$ cat config.mk
export PLATFORM = sky130hd
export DESIGN_NAME = sorted_key_successor_pair_matcher
export DESIGN_NICKNAME = d
export VERILOG_FILES = /design/src/hw/rtl/skspm_pkg.sv /design/src/hw/rtl/sorted_key_successor_pair_matcher.sv /design/src/hw/rtl/skspm_ctrl.sv /design/src/hw/rtl/skspm_datapath.sv
export VERILOG_INCLUDE_DIRS = /design/src /design/src/hw/rtl
export SDC_FILE = /design/constraint.sdc
export NUM_CORES = 1
export LEC_CHECK = 0
export BUFFER_PORTS_ARGS = -buffer_cell sky130_fd_sc_hd__clkbuf_2
export CORE_ASPECT_RATIO = 0.7
export CORE_UTILIZATION = 46
export CTS_CLUSTER_DIAMETER = 50
export CTS_CLUSTER_SIZE = 8
export DETAILED_ROUTE_END_ITERATION = 6
export PLACE_DENSITY = 0.78
export SYNTH_ARGS = -nofsm -noshare
export SYNTH_HDL_FRONTEND = slang
export SYNTH_HIERARCHICAL = 1
export SYNTH_SLANG_ARGS = --single-unit
$ cat constraint.sdc
create_clock -name clk_i -period 3.9 [get_ports clk_i]
set_input_delay 0.39 -clock clk_i [delete_from_list [all_inputs] [get_ports clk_i]]
set_output_delay 0.39 -clock clk_i [all_outputs]
set_load 0.005 [all_outputs]
$ cat src/hw/rtl/sorted_key_successor_pair_matcher_assert.svh
// Assertion macros for the successor pair matcher.
// Both macros sample on clk_i and are disabled while rst_ni is low.
`ifndef SORTED_KEY_SUCCESSOR_PAIR_MATCHER_ASSERT_SVH
`define SORTED_KEY_SUCCESSOR_PAIR_MATCHER_ASSERT_SVH

// Property that must hold in the same cycle.
`define SKSPM_ASSERT_NOW(lbl, prop, msg) \
  lbl: assert property (@(posedge clk_i) disable iff (!rst_ni) (prop)) else $error(msg);

// Consequent that must hold in the cycle after the antecedent.
`define SKSPM_ASSERT_NEXT(lbl, ante, cons, msg) \
  lbl: assert property (@(posedge clk_i) disable iff (!rst_ni) (ante) |=> (cons)) \
    else $error(msg);

`endif

$ cat src/hw/rtl/skspm_pkg.sv
// -----------------------------------------------------------------------------
// skspm_pkg
// Shared widths, limits and controller/datapath interface types.
// -----------------------------------------------------------------------------
`timescale 1ns / 1ps
`default_nettype none

package skspm_pkg;

  localparam int KeyW     = 32;
  localparam int PosW     = 20;              // table positions
  localparam int NextPosW = PosW + 1;        // position counter incl. full flag
  localparam int MaxGroup = 64;              // members recorded per run
  localparam int CntW     = $clog2(MaxGroup) + 1;
  localparam int IdxW     = $clog2(MaxGroup);

  typedef enum logic [0:0] {
    ST_IDLE,
    ST_EMIT
  } skspm_state_e;

  // Controller to datapath.
  typedef struct packed {
    logic accept;   // take the input item, update runs, latch pair group
    logic emit;     // load the next pair into the output register
  } skspm_cmd_t;

  // Datapath to controller.
  typedef struct packed {
    logic hit;        // the presented key forms at least one pair
    logic last;       // the pair about to be emitted is the final one
    logic slot_free;  // output register can take a pair this cycle
  } skspm_sts_t;

endpackage

`default_nettype wire

$ cat src/hw/rtl/sorted_key_successor_pair_matcher.sv
// An accepted key latches its pair group; the emit sequencer then loads the pairs
//   into the output register, from which they transfer out.
// Each key forms N pairs (0 to 64); the input stays closed while they are emitted, one
//   pair per cycle from the emit sequencer unless the output side stalls.
// The output register lets the next key be taken while the final pair waits.
// Reset: asynchronous, active low; clears positions, both runs and all valids.
`timescale 1ns / 1ps
`default_nettype none
`include "sorted_key_successor_pair_matcher_assert.svh"
// -----------------------------------------------------------------------------
// sorted_key_successor_pair_matcher
// Joins sorted table keys with their successors: for each key equal to the
// prior run's key plus one, transfer one (left, right) pair per run member.
// -----------------------------------------------------------------------------

module sorted_key_successor_pair_matcher (
  input  wire logic                       clk_i,
  input  wire logic                       rst_ni,
  // key input channel
  input  wire logic                       in_valid_i,
  output logic                            in_ready_o,
  input  wire logic [skspm_pkg::KeyW-1:0] key_value_i,
  input  wire logic                       first_of_table_i,
  // pair output channel
  output logic                            out_valid_o,
  input  wire logic                       out_ready_i,
  output logic [skspm_pkg::PosW-1:0]      left_index_o,
  output logic [skspm_pkg::PosW-1:0]      right_index_o,
  output logic                            last_pair_o,
  output logic                            group_overflow_o
);
  import skspm_pkg::*;

  skspm_cmd_t cmd;
  skspm_sts_t sts;

  // Controller: idle takes keys, emit state walks the matched run.
  skspm_ctrl u_ctrl (
    .clk_i      (clk_i),
    .rst_ni     (rst_ni),
    .in_valid_i (in_valid_i),
    .in_ready_o (in_ready_o),
    .sts_i      (sts),
    .cmd_o      (cmd)
  );

  // Datapath: run registers, pair group latch and output register.
  skspm_datapath u_dp (
    .clk_i            (clk_i),
    .rst_ni           (rst_ni),
    .key_value_i      (key_value_i),
    .first_of_table_i (first_of_table_i),
    .cmd_i            (cmd),
    .sts_o            (sts),
    .out_valid_o      (out_valid_o),
    .out_ready_i      (out_ready_i),
    .left_index_o     (left_index_o),
    .right_index_o    (right_index_o),
    .last_pair_o      (last_pair_o),
    .group_overflow_o (group_overflow_o)
  );

  // Never load a pair over one that is still waiting.
  `SKSPM_ASSERT_NOW(a_no_overwrite, !(cmd.emit && out_valid_o && !out_ready_i), "pair overwritten")
  // Input stays closed while a pair group is in flight.
  `SKSPM_ASSERT_NOW(a_no_accept_in_emit, !(cmd.emit && in_ready_o), "accept during emit")
  // A matching key stops further input on the next cycle.
  `SKSPM_ASSERT_NEXT(a_hit_blocks, in_valid_i && in_ready_o && sts.hit, !in_ready_o, "hit lost")
  // The final pair hands control back to the input side.
  `SKSPM_ASSERT_NEXT(a_last_returns, cmd.emit && sts.last, in_ready_o && last_pair_o, "no return")

endmodule

`default_nettype wire

$ cat src/hw/rtl/skspm_ctrl.sv
// -----------------------------------------------------------------------------
// skspm_ctrl
// Controller: accepts keys when idle and sequences pair emission.
// -----------------------------------------------------------------------------
`timescale 1ns / 1ps
`default_nettype none

module skspm_ctrl (
  input  wire logic               clk_i,
  input  wire logic               rst_ni,
  input  wire logic               in_valid_i,
  output logic                    in_ready_o,
  input  wire skspm_pkg::skspm_sts_t sts_i,
  output skspm_pkg::skspm_cmd_t   cmd_o
);
  import skspm_pkg::*;

  skspm_state_e state_q, state_d;

  always_ff @(posedge clk_i or negedge rst_ni) begin
    if (!rst_ni) begin
      state_q <= ST_IDLE;
    end else begin
      state_q <= state_d;
    end
  end

  always_comb begin
    state_d     = state_q;
    in_ready_o  = 1'b0;
    cmd_o       = '0;
    case (state_q)
      ST_IDLE: begin
        in_ready_o   = 1'b1;
        cmd_o.accept = in_valid_i;
        if (in_valid_i && sts_i.hit) begin
          state_d = ST_EMIT;
        end
      end
      ST_EMIT: begin
        // one pair per free output slot; return once the final one is loaded
        if (sts_i.slot_free) begin
          cmd_o.emit = 1'b1;
          if (sts_i.last) begin
            state_d = ST_IDLE;
          end
        end
      end
      default: begin
        state_d = ST_IDLE;
      end
    endcase
  end

endmodule

`default_nettype wire

$ cat src/hw/rtl/skspm_datapath.sv
// -----------------------------------------------------------------------------
// skspm_datapath
// Run tracking registers, pair group latch and output register.
// -----------------------------------------------------------------------------
`timescale 1ns / 1ps
`default_nettype none

module skspm_datapath (
  input  wire logic                         clk_i,
  input  wire logic                         rst_ni,
  input  wire logic [skspm_pkg::KeyW-1:0]   key_value_i,
  input  wire logic                         first_of_table_i,
  input  wire skspm_pkg::skspm_cmd_t        cmd_i,
  output skspm_pkg::skspm_sts_t             sts_o,
  output logic                              out_valid_o,
  input  wire logic                         out_ready_i,
  output logic [skspm_pkg::PosW-1:0]        left_index_o,
  output logic [skspm_pkg::PosW-1:0]        right_index_o,
  output logic                              last_pair_o,
  output logic                              group_overflow_o
);
  import skspm_pkg::*;

  // run state
  logic [NextPosW-1:0] next_pos_q, next_pos_d;
  logic [KeyW-1:0]     run_key_q, run_key_d, prior_key_q, prior_key_d;
  logic [PosW-1:0]     run_start_q, run_start_d, prior_start_q, prior_start_d;
  logic [CntW-1:0]     run_count_q, run_count_d, prior_count_q, prior_count_d;
  logic                run_sat_q, run_sat_d, prior_sat_q, prior_sat_d;

  // effective state after an optional table restart
  logic [NextPosW-1:0] np_eff;
  logic [KeyW-1:0]     rk_eff, pk_eff;
  logic [PosW-1:0]     rs_eff, ps_eff;
  logic [CntW-1:0]     rc_eff, pc_eff;
  logic                rsat_eff, psat_eff;
  logic                full, same_run, hit;

  // pair group being emitted
  logic [PosW-1:0]     grp_start_q, grp_right_q;
  logic [CntW-1:0]     grp_count_q;
  logic                grp_sat_q;
  logic [IdxW-1:0]     grp_idx_q;
  logic                grp_last;

  // output register
  logic                out_valid_q;
  logic [PosW-1:0]     left_q, right_q;
  logic                last_q, ovf_q;

  always_comb begin
    np_eff   = first_of_table_i ? '0 : next_pos_q;
    rk_eff   = first_of_table_i ? '0 : run_key_q;
    rs_eff   = first_of_table_i ? '0 : run_start_q;
    rc_eff   = first_of_table_i ? '0 : run_count_q;
    rsat_eff = first_of_table_i ? 1'b0 : run_sat_q;
    pk_eff   = first_of_table_i ? '0 : prior_key_q;
    ps_eff   = first_of_table_i ? '0 : prior_start_q;
    pc_eff   = first_of_table_i ? '0 : prior_count_q;
    psat_eff = first_of_table_i ? 1'b0 : prior_sat_q;

    // table full once the counter reaches the entry limit
    full       = np_eff[PosW];
    next_pos_d = np_eff + NextPosW'(1);
    same_run   = (rc_eff != '0) && (key_value_i == rk_eff);

    if (same_run) begin
      prior_key_d   = pk_eff;
      prior_start_d = ps_eff;
      prior_count_d = pc_eff;
      prior_sat_d   = psat_eff;
      run_key_d     = rk_eff;
      run_start_d   = rs_eff;
      if (rc_eff < CntW'(MaxGroup)) begin
        run_count_d = rc_eff + CntW'(1);
        run_sat_d   = rsat_eff;
      end else begin
        run_count_d = rc_eff;
        run_sat_d   = 1'b1;
      end
    end else begin
      // close the current run; it becomes the prior run
      prior_key_d   = rk_eff;
      prior_start_d = rs_eff;
      prior_count_d = rc_eff;
      prior_sat_d   = rsat_eff;
      run_key_d     = key_value_i;
      run_start_d   = np_eff[PosW-1:0];
      run_count_d   = CntW'(1);
      run_sat_d     = 1'b0;
    end

    // successor test without wrap at the top key
    hit = !full && (prior_count_d != '0) &&
          (({1'b0, prior_key_d} + (KeyW+1)'(1)) == {1'b0, key_value_i});
  end

  assign grp_last = (({1'b0, grp_idx_q} + CntW'(1)) == grp_count_q);

  assign sts_o.hit       = hit;
  assign sts_o.last      = grp_last;
  assign sts_o.slot_free = !out_valid_q || out_ready_i;

  always_ff @(posedge clk_i or negedge rst_ni) begin
    if (!rst_ni) begin
      next_pos_q    <= '0;
      run_key_q     <= '0;
      run_start_q   <= '0;
      run_count_q   <= '0;
      run_sat_q     <= 1'b0;
      prior_key_q   <= '0;
      prior_start_q <= '0;
      prior_count_q <= '0;
      prior_sat_q   <= 1'b0;
    end else if (cmd_i.accept && !full) begin
      next_pos_q    <= next_pos_d;
      run_key_q     <= run_key_d;
      run_start_q   <= run_start_d;
      run_count_q   <= run_count_d;
      run_sat_q     <= run_sat_d;
      prior_key_q   <= prior_key_d;
      prior_start_q <= prior_start_d;
      prior_count_q <= prior_count_d;
      prior_sat_q   <= prior_sat_d;
    end
  end

  // pair group latch, payload only
  always_ff @(posedge clk_i) begin
    if (cmd_i.accept) begin
      grp_start_q <= prior_start_d;
      grp_right_q <= np_eff[PosW-1:0];
      grp_count_q <= prior_count_d;
      grp_sat_q   <= prior_sat_d;
      grp_idx_q   <= '0;
    end else if (cmd_i.emit) begin
      grp_idx_q   <= grp_idx_q + IdxW'(1);
    end
  end

  always_ff @(posedge clk_i or negedge rst_ni) begin
    if (!rst_ni) begin
      out_valid_q <= 1'b0;
    end else if (cmd_i.emit) begin
      out_valid_q <= 1'b1;
    end else if (out_ready_i) begin
      out_valid_q <= 1'b0;
    end
  end

  always_ff @(posedge clk_i) begin
    if (cmd_i.emit) begin
      left_q  <= grp_start_q + PosW'(grp_idx_q);
      right_q <= grp_right_q;
      last_q  <= grp_last;
      ovf_q   <= grp_sat_q;
    end
  end

  assign out_valid_o      = out_valid_q;
  assign left_index_o     = left_q;
  assign right_index_o    = right_q;
  assign last_pair_o      = last_q;
  assign group_overflow_o = ovf_q;

endmodule

`default_nettype wire

== Word-level counts from Yosys, hierarchy flattened ==
Cells that the tools add are included.
Storage, ports and cells
  register bits after elaboration: 239
  bits of input ports: 37
  output and inout bits: 44
  logic and storage cells: 71
Operators by class
  add/sub/neg operators: 6
  $lt $le $gt $ge: 1
  eq/ne operators: 3
  mux-type cells: 29
  bitwise logic cells: 1
  reduce and logical (&&, ||, !) cells: 11
Operator list (number)
  two-way mux 32 bit: 4
  two-way mux 20 bit: 4
  two-way mux 7 bit: 5
  adder 32 x 1 -> 33 bit, second input constant: 1
  equality test 33 x 32 -> 1 bit: 1
  equality test 32 bit: 1
  adder 21 x 1 -> 21 bit, second input constant: 1
  two-way mux 21 bit: 1
  adder 20 x 6 -> 20 bit: 1
  two-way mux 1 bit: 14
  nonzero test 7 bit: 2
  adder 6 x 1 -> 7 bit, second input constant: 1
  adder 7 x 1 -> 7 bit, second input constant: 1
  equality test 7 bit: 1
  less-than comparator 7 bit, second input constant: 1
  adder 6 x 1 -> 6 bit, second input constant: 1
  logical AND 1 bit: 5
  zero test 1 bit: 2
  one-hot mux 1 bit (2 select lines): 1
  nonzero test 2 bit: 1
  logical OR 1 bit: 1
  inverter 1 bit: 1

== Depth between registers and ports, before layout ==
Gate-level depths: netlist of run 1.
  depth after elaboration: 10
  depth in mapped cells: 27
  mapped depth without buffers: 14

== By module ==
The synthesis of run 1 kept the hierarchy.
Modules (own cells, without submodules)
  skspm_datapath: instances 1, cells each 1416, area each 13244.0 um2, sequential area each 6376.1 um2
  skspm_ctrl: instances 1, cells each 6, area each 56.3 um2, sequential area each 25.0 um2

== Least setup slack after synthesis of run 1 ==
Ideal clock, no wire load.
  kind: input port to flip-flop
  start: in first_of_table_i
  end: reg u_ctrl.state_q
  setup time: 0.082 ns
  data arrival time: 5.111 ns
  data required time: 3.818 ns
  slack: -1.293 ns
  cell stages on the path: 24
  buffers on the path: 10
  cell sequence: buf_2 -> buf_2 -> buf_2 -> buf_1 -> buf_1 -> clkbuf_1 -> clkbuf_1 -> buf_1 -> nor2b_1 -> inv_1 -> ha_1 -> o21ai_0 -> and4_1 -> buf_4 -> o21ai_0 -> a311oi_1 -> or4_1 -> a211oi_1 -> o22ai_1 -> or4_1 -> nor4_2 -> buf_4 -> a21oi_1 -> a31oi_1
Between the ends
  longest elaborated chain between the ends: 10
  elaborated cells on any way between the ends: 19
  those cells by class: add/sub (1); eq/ne (2); mux (9); reduce/logical (7)
Ends and longest elaborated chain
  from (decl): line sorted_key_successor_pair_matcher.sv:23  | input wire logic first_of_table_i,
  two-way mux 32 bit or two-way mux 7 bit (tied branches): line skspm_datapath.sv:53, skspm_datapath.sv:55
  equality test 32 bit or nonzero test 7 bit (tied branches): line skspm_datapath.sv:65  | same_run = (rc_eff != '0) && (key_value_i == rk_eff);
  logical AND 1 bit: line skspm_datapath.sv:65
  two-way mux 32 bit or two-way mux 7 bit (tied branches): line skspm_datapath.sv:67  | if (same_run) begin
  adder 32 x 1 -> 33 bit or nonzero test 7 bit (tied branches): line skspm_datapath.sv:95, skspm_datapath.sv:94
  equality test 33 x 32 -> 1 bit or logical AND 1 bit (tied branches): line skspm_datapath.sv:95, skspm_datapath.sv:94
  logical AND 1 bit *: line skspm_datapath.sv:94  | hit = !full && (prior_count_d != '0) &&
  named net u_dp.hit: line skspm_datapath.sv:37  | logic full, same_run, hit;
  logical AND 1 bit *: line skspm_ctrl.sv:36  | if (in_valid_i && sts_i.hit) begin
  two-way mux 1 bit *: line skspm_ctrl.sv:36
  one-hot mux 1 bit (2 select lines) *: line skspm_ctrl.sv:32  | case (state_q)
  named net u_ctrl.state_d: line skspm_ctrl.sv:18  | skspm_state_e state_q, state_d;
  to (signal assigned): line skspm_ctrl.sv:24  | state_q <= state_d;
  to (decl): line skspm_ctrl.sv:18
The timed path passes the listed nets; every way through them passes the cells marked *.
A chain may end at the register's enable or synchronous reset.

==> results of run 1 <==
==> power by group <==
| part | switching, mW | internal [mW] |
|---|---|---|
| Combinational | 0.596 | 0.431 |
| Sequential | 0.167 | 2.76 |
| Clock | 1.11 | 1.98 |
| Total | 1.88 | 5.18 |
==> timing repair <==
action	4_1_cts	5_1_grt
hold endpoints to repair	37	0
pin swaps	13	19
setup buffers	0	4
resized for setup	29	31
setup endpoints to repair	1	1
hold buffers	1	0
==> how the worst max path moves through the flow <==
stage	to	start
4_1_cts	u_ctrl/state_q$_DFF_PN0_	u_dp/run_key_q[2]$_DFFE_PN0P_
6_report	u_ctrl/state_q$_DFF_PN0_	u_dp/run_key_q[1]$_DFFE_PN0P_
2_1_floorplan	u_ctrl/state_q$_DFF_PN0_	first_of_table_i
3_3_place_gp	u_ctrl/state_q$_DFF_PN0_	first_of_table_i
5_1_grt	u_ctrl/state_q$_DFF_PN0_	u_dp/run_key_q[5]$_DFFE_PN0P_
3_5_place_dp	u_ctrl/state_q$_DFF_PN0_	first_of_table_i
==> state kept, by name, indices dropped and copies added, names as in the netlist <==
name,cells
u_dp/left_index_o,20
u_dp/run_key_q,32
u_dp/group_overflow_o,1
u_dp/next_pos_q,21
u_ctrl/state_q,1
u_dp/grp_idx_q,6
u_dp/grp_start_q,20
u_dp/run_count_q,7
u_dp/prior_sat_q,1
u_dp/last_pair_o,1
u_dp/prior_count_q,7
u_dp/out_valid_o,1
u_dp/grp_count_q,7
u_dp/grp_right_q,20
u_dp/run_sat_q,1
u_dp/run_start_q,20
u_dp/grp_sat_q,1
u_dp/prior_key_q,32
u_dp/prior_start_q,20
u_dp/right_index_o,20
==> per-stage QoR <==
stage                     instance area [um^2]  total power, mW  setup TNS (ns)  cells  util, %
after floorplan                          13400             3.44          -0.382   1422        -
final                                    16900             7.05         -0.0396   2037     60.0
after CTS                                16700             7.05               0   2033     59.3
after global placement                   15400             3.90          -0.435   1970     54.8
after global routing                     16900             7.31          -0.154   2037     60.0
after detailed placement                 15400             3.92          -0.484   1970     54.8
==> area by class of cell <==
class | instances | area share [%]
tap | 371 | 2.75
sequential | 239 | 38.0
clock inverter | 5 | 0.638
timing repair buffer | 291 | 12.5
inverter | 21 | 0.468
clock buffer | 57 | 6.06
multi-input combinational | 1053 | 39.6
==> Yosys cell counts, drive strengths merged, types with 3 or more instances <==
library cell / number / area (um^2)
a21boi: 16 / 120
a21o: 6 / 45.0
a21oi: 57 / 285
a22o: 31 / 272
a22oi: 34 / 255
a31o: 4 / 35.0
a31oi: 22 / 150
a32oi: 8 / 85.1
and2: 8 / 51.3
and3: 22 / 138
and3b: 3 / 26.3
and4: 9 / 78.8
buf: 47 / 241
clkbuf: 62 / 233
dfrtp: 143 / 3580
dfxtp: 6 / 120
edfxtp: 90 / 2700
ha: 10 / 125
inv: 21 / 78.8
mux2: 4 / 45.0
mux2i: 18 / 180
nand2: 280 / 1050
nand2b: 3 / 18.8
nand3: 38 / 195
nand3b: 6 / 45.0
nand4: 35 / 240
nand4bb: 5 / 56.3
nor2: 89 / 334
nor2b: 27 / 169
nor3: 14 / 81.3
nor4: 22 / 150
nor4bb: 5 / 50.1
o211a: 3 / 30.0
o211ai: 3 / 22.5
o21ai: 96 / 480
o22a: 5 / 43.8
o22ai: 8 / 50.1
o31ai: 18 / 135
o32ai: 5 / 51.3
o41ai: 3 / 26.3
or4: 10 / 78.8
xnor2: 58 / 508
xor2: 38 / 333
==> layer usage <==
| layer | share of wire [%] | wire (um) | up-vias |
|---|---|---|---|
| met2 | 41 | 17800 | 633 |
| met3 | 10 | 4460 | 97 |
| li1 | - | - | 5581 |
| met5 | 0 | 0 | - |
| met1 | 46 | 19900 | 6032 |
| met4 | 2.3 | 997 | 0 |
==> critical path, delay by kind of cell, from the launching register on <==
kind,cells,cell delay [ns]
mux,1,0.26
buf+inv,3,0.47
flops,1,0.40
xor+xnor,1,0.14
compound gates,6,1.41
simple gates,5,1.17
==> placed cells by master (no fill, tap or decap), types with 18 or more instances in the layout <==
master     count
a22o_1        31
clkbuf_16     37
xnor2_1       55
nand3_1       37
clkbuf_2      78
nand4_1       33
buf_4        197
and3_1        21
o21ai_0       88
nor2b_1       26
nand2_1      279
clkbuf_1      18
edfxtp_1      90
nor2_1        88
a21oi_1       56
dfrtp_1      141
xor2_1        38
inv_1         21
a22oi_1       33
==> cell families (layout without fill, tap and decap cells) <==
family	after synthesis	in the layout
AO/OA/AOI/OAI	337	337
XOR/XNOR	98	98
adder cells (fa/ha/maj)	11	11
buffers and inverters	130	374
flip-flops	239	239
multiplexers	22	22
AND/OR/NAND/NOR	585	585
==> flow_summary.toml, run 1 <==
[sta]
finalWorstSetupSlack_ns = -0.0396
setup_viol = 1
final-max-slew-violation-count = 0
skew_ns = 0.0133
grt_setup_unrepaired = "true"
slew_headroom_pct = 44.3
tightest_slew_ns = 0.835
fin_hold_ws_ns = 0.183
max_freq_mhz = 254
period_needed_ns = 3.94
hold_viol = 0
finalCritPeriodShare_pct = 101

[yosys]
syn_inst = 1422
synth_area_per_cell_um2 = 9.35
synth_top_family_by_area = "simple AND/OR/NAND/NOR gates"
ys_warn_count = 6
ys.flop_type = "dfrtp_1"
synth_xor_area_share_pct = 6.67
synth-compound-area-share_pct = 16.9
synth_mux_area_share_pct = 1.69
ys_seq_area_share_pct = 48.1
netlist_area_um2 = 13300
syn-num-nets = 1470
synth-seq-cells = 239
synth.distinct_cells = 79
synth_fa_ha_area_share_pct = 1.09
synth-edff-count = 90
yosys.area_share.simple_pct = 21.3
ys_async_sr_fraction_pct = 59.8

[routing]
dr.pass1.iters = 5
avgRoutedWirePerCell_um = 21.2
final_antenna_net_count = 0
drt_wl_total_mm = 43.1
drt_iter0_drc = 1524
viasPerCell = 6.06
drc = 0
vias = 12343

[placed_design]
pre_cts_slack_ns = -0.484
place_hpwl_mm = 30.3
portBuffers = 80
gp_congestion = 1.00

[final_layout]
antenna_cells = 0
fill_cells = 2301
multi_input_area_um2 = 6680
areaGrowthSynthToFinish_pct = 26.8
final_nets = 1691
layout-drive-gt1-share_pct = 24.3
regArea_um2 = 6400

[clock_tree]
clock-sinks = 239
clkLatencyLatePin_ns = 0.52
cts_tree = "done"
cts_buffers = 37
cts_max_level = 2
cts_buffer_depth = 3
cts.clk_slew.worst_paths_ns = 0.05
cts_root_buffer = "clkbuf_16"

[setup_path]
cpPeakStageDelay_ns = 0.61
slowest_stage = "or4_4"
path_cells = "nor2_1 > o21ai_0 > a32oi_2 > buf_4 > and4_4 > buf_6 > buf_4 > a311o_1 > a22oi_2 > mux2i_1 > xnor2_1 > nand4_1 > or4_4 > nor4_4 > a21oi_1 > a31oi_1"
reg2reg_depth = 16
critPathKind = "flop to flop"
crit_top_cell = "buf_4"
reg2reg_to = "u_ctrl/state_q$_DFF_PN0_"
r2r-start = "u_dp/run_key_q[1]$_DFFE_PN0P_"
path_max_fanout = 8
endpoint_kind = "flop"
r2r_slack_ns = -0.04
crit_arrival_ns = 4.37
critical_path_required_ns = 4.33
worst_setup_path_start_kind = "flop"

[power]
peakVddDrop_mv = 0.254
power_leakage_nw = 7.00
powerDensity_nw_per_um2 = 418

[global_route]
grt_first_pass_wirelength_mm = 66.4
grt_usage_pct = 29.4
met1_usage_pct = 44.3
grt_pass1_vias = 11453
grt_max_degree = 86
grt_util_met3_pct = 7.10
grt_antenna_before_repair = 0
met2_usage_pct = 41.6
grt.overflow.total = 0
busiest_layer = "met1"

[floorplan]
die-area_um2 = 29600
ios = 81
die_h_um = 144
die_w_um = 205
coreArea_um2 = 28100
initial_core_util_pct = 47.4
rows = 51

[run_status]
violations = "setup timing"
status = "complete, but fails checks"

[flow_run]
maxCapViolCount = 0

[worst_hold_path]
hp-class = "input pin to flop"
min_to = "u_dp/run_key_q[5]$_DFFE_PN0P_"
hp-start = "key_value_i[5]"
hold_depth = 2
Note: power is estimated with default switching activity, not from simulation.
==> run 2: changes to the inputs <==
--- a/config.mk
+++ b/config.mk
@@ -6,13 +6,14 @@
 export SDC_FILE = /design/constraint.sdc
 export NUM_CORES = 1
 export LEC_CHECK = 0
+export ABC_AREA = 1
 export BUFFER_PORTS_ARGS = -buffer_cell sky130_fd_sc_hd__clkbuf_2
 export CORE_ASPECT_RATIO = 0.7
 export CORE_UTILIZATION = 46
 export CTS_CLUSTER_DIAMETER = 50
 export CTS_CLUSTER_SIZE = 8
 export DETAILED_ROUTE_END_ITERATION = 6
-export PLACE_DENSITY = 0.78
+export PLACE_DENSITY = 0.75
 export SYNTH_ARGS = -nofsm -noshare
 export SYNTH_HDL_FRONTEND = slang
 export SYNTH_HIERARCHICAL = 1
==> constraint.sdc (replaced) <==
create_clock -name clk_i -period 4.87 [get_ports clk_i]
set_input_delay 0.487 -clock clk_i [delete_from_list [all_inputs] [get_ports clk_i]]
set_output_delay 0.487 -clock clk_i [all_outputs]
set_load 0.005 [all_outputs]
==> flow_summary.toml, run 2 <==
[sta]
setup_viol = 0
finalWorstSetupSlack_ns = 0.826
fin_hold_ws_ns = 0.251
grt_setup_unrepaired = "false"
period_needed_ns = 4.04
finalCritPeriodShare_pct = 83.0
tightest_slew_ns = 1.08
skew_ns = 0.0259
setup_tns_ns = 0
max_freq_mhz = 247
final-max-slew-violation-count = 0
hold_viol = 0
slew_headroom_pct = 28.1

[floorplan]
die_w_um = 209
coreArea_um2 = 29100
die_h_um = 147
die-area_um2 = 30700
ios = 81
initial_core_util_pct = 47.3
rows = 52

[yosys]
yosysMostFrequentCell = "nand2_1"
syn-num-nets = 1890
synth-seq-cells = 239
synth.distinct_cells = 45
synth-edff-count = 90
synthTopCellsByCount = "nand2_1 (633), inv_1 (213), o21ai_0 (158)"
ys_seq_area_share_pct = 46.4
ys_warn_count = 6
synth_area_per_cell_um2 = 7.48
syn_inst = 1842
netlist_area_um2 = 13800
synth_area_leader_cell = "dfrtp_1"
netlist.area_leader.share_pct = 26.0
ys_async_sr_fraction_pct = 59.8
synthTopCellsByArea = "dfrtp_1 (26%), edfxtp_1 (20%), nand2_1 (17%)"
ys.flop_type = "dfrtp_1"

[setup_path]
cpPeakStageDelay_ns = 0.37
critPathKind = "input pin to flop"
worst_setup_path_start_kind = "input pin"
r2r_slack_ns = 0.89
slowest_stage = "buf_4"
crit_arrival_ns = 4.51
path_max_fanout = 31
critical_path_required_ns = 5.33
crit_top_cell = "nand2_1"
endpoint_kind = "flop"

[final_layout]
layout-drive-gt1-share_pct = 10.6
layout_commonest_cell = "nand2_1"
final_nets = 1956
areaGrowthSynthToFinish_pct = 12.8
stdcell_count = 2312
layout_common_cells = "nand2_1 (632), inv_1 (212), o21ai_0 (158), dfrtp_1 (143), nor2_1 (138)"
largestRegisters = "u_dp/prior_key_q: 32 flops, u_dp/run_key_q: 32 flops, u_dp/next_pos_q: 21 flops"

[clock_tree]
cts_buffer_depth = 3
cts.clk_slew.worst_paths_ns = 0.05
post_cts_buffers = 0
cts_root_buffer = "clkbuf_16"
cts_buffers = 36
clkLatencyLatePin_ns = 0.52
cts_max_level = 2
clock-sinks = 239
cts_tree = "done"

[global_route]
grt.overflow.total = 0
grt_first_pass_wirelength_mm = 62.4
grt_max_degree = 97
grt_pass1_vias = 11200
grt_antenna_before_repair = 3
grt_usage_pct = 26.0

[power]
p_total_mw = 5.02
peakVddDrop_mv = 0.218
powerDensity_nw_per_um2 = 323
power_leakage_nw = 7.28

[placed_design]
gp_congestion = 0.921
portBuffers = 80
pre_cts_slack_ns = 0.395
place_hpwl_mm = 28.4
dp_cells = 2247

[routing]
dr.pass1.iters = 5
drc = 0
avgRoutedWirePerCell_um = 17.0
drt_iter0_drc = 1436
viasPerCell = 5.33
final_antenna_net_count = 0
drt_wl_total_mm = 39.3
vias = 12316

[worst_hold_path]
hp-class = "input pin to flop"

[flow_run]
maxCapViolCount = 0

[run_status]
status = "completed"
## run 2: changes by cell type in the layout (fill, tap and decap cells not counted), moves of 20 or more
cell     delta
a22o_1     -31
a22oi_1    -33
nor2_1     +50
nand3_1    +89
a21oi_1    -20
nand2_1   +353
inv_1     +191
buf_4     -177
nand4_1    -22
o21ai_0    +70
and3_1     -20
nor2b_1    -26
xnor2_1    -37
## run 2: cell type report
cell class	instances	area (um^2)
tap	378	473
multi-input combinational	1300	6150
fill	2690	13600
clock inverter	3	25.0
timing repair buffer	103	607
clock buffer	60	1020
sequential	239	6400
antenna	1	2.50
inverter	228	858
## run 2: logic make-up after synthesis
kind of cell             count (synthesis)  synth area share (%)
flip-flops                             239                  46.4
buffers and inverters                  303                  9.09
AND/OR/NAND/NOR                        990                  30.4
adder cells (fa/ha/maj)                 11                  1.05
XOR/XNOR                                65                  4.13
AO/OA/AOI/OAI                          234                  8.94
## run 2: power by group
part	switching [mW]	total, mW	internal [mW]	leakage (nW)
registers	0.0501	2.22	2.17	2.83
logic	0.350	0.490	0.140	3.96
clock network	0.887	2.31	1.42	0.498
total	1.29	5.02	3.73	7.28
## run 2: stage by stage
step / area (um^2) / utilization (%)
after floorplan: 13800 / -
after global placement: 14500 / 49.7
after detailed placement: 14500 / 49.7
after CTS: 15500 / 53.3
after global routing: 15500 / 53.3
final: 15500 / 53.3
## run 2: worst max-delay path, delay by kind of cell
family | cells | cell delay (ns)
AOI/OAI and AO/OA | 1 | 0.19
buffers and inverters | 6 | 1.13
and+or+nand+nor | 22 | 2.66
## run 2: repair_timing
action                                 CTS  global route
setup endpoints to repair                0             0
resized for setup                        0             0
hold buffers                             1             0
endpoints found under the hold margin   27             0
## run 2: path summary, 6_finish.rpt
kind                                                 start                          endpoint  cells after the start
setup reg to reg           u_dp/run_count_q[0]$_DFFE_PN0P_          u_ctrl/state_q$_DFF_PN0_                     25
hold reg to reg             u_dp/grp_right_q[18]$_DFFE_PP_  u_dp/right_index_o[18]$_DFFE_PP_                      0
min in group asynchronous                           rst_ni     u_dp/run_key_q[5]$_DFFE_PN0P_                      2
max in group asynchronous                           rst_ni        u_dp/run_sat_q$_DFFE_PN0P_                      3
hold / removal                                  in_valid_i          u_ctrl/state_q$_DFF_PN0_                      3
setup / recovery                          first_of_table_i          u_ctrl/state_q$_DFF_PN0_                     29
## run 2: routing by layer
metal / track usage (%) / part of all wire, % / vias to the layer above
met4: 6.73 / 1.7 / 4
met1: 40.7 / 47 / 5713
met3: 5.84 / 9.9 / 57
met5: 0 / 0.064 / -
li1: - / - / 6006
met2: 35.5 / 41 / 536
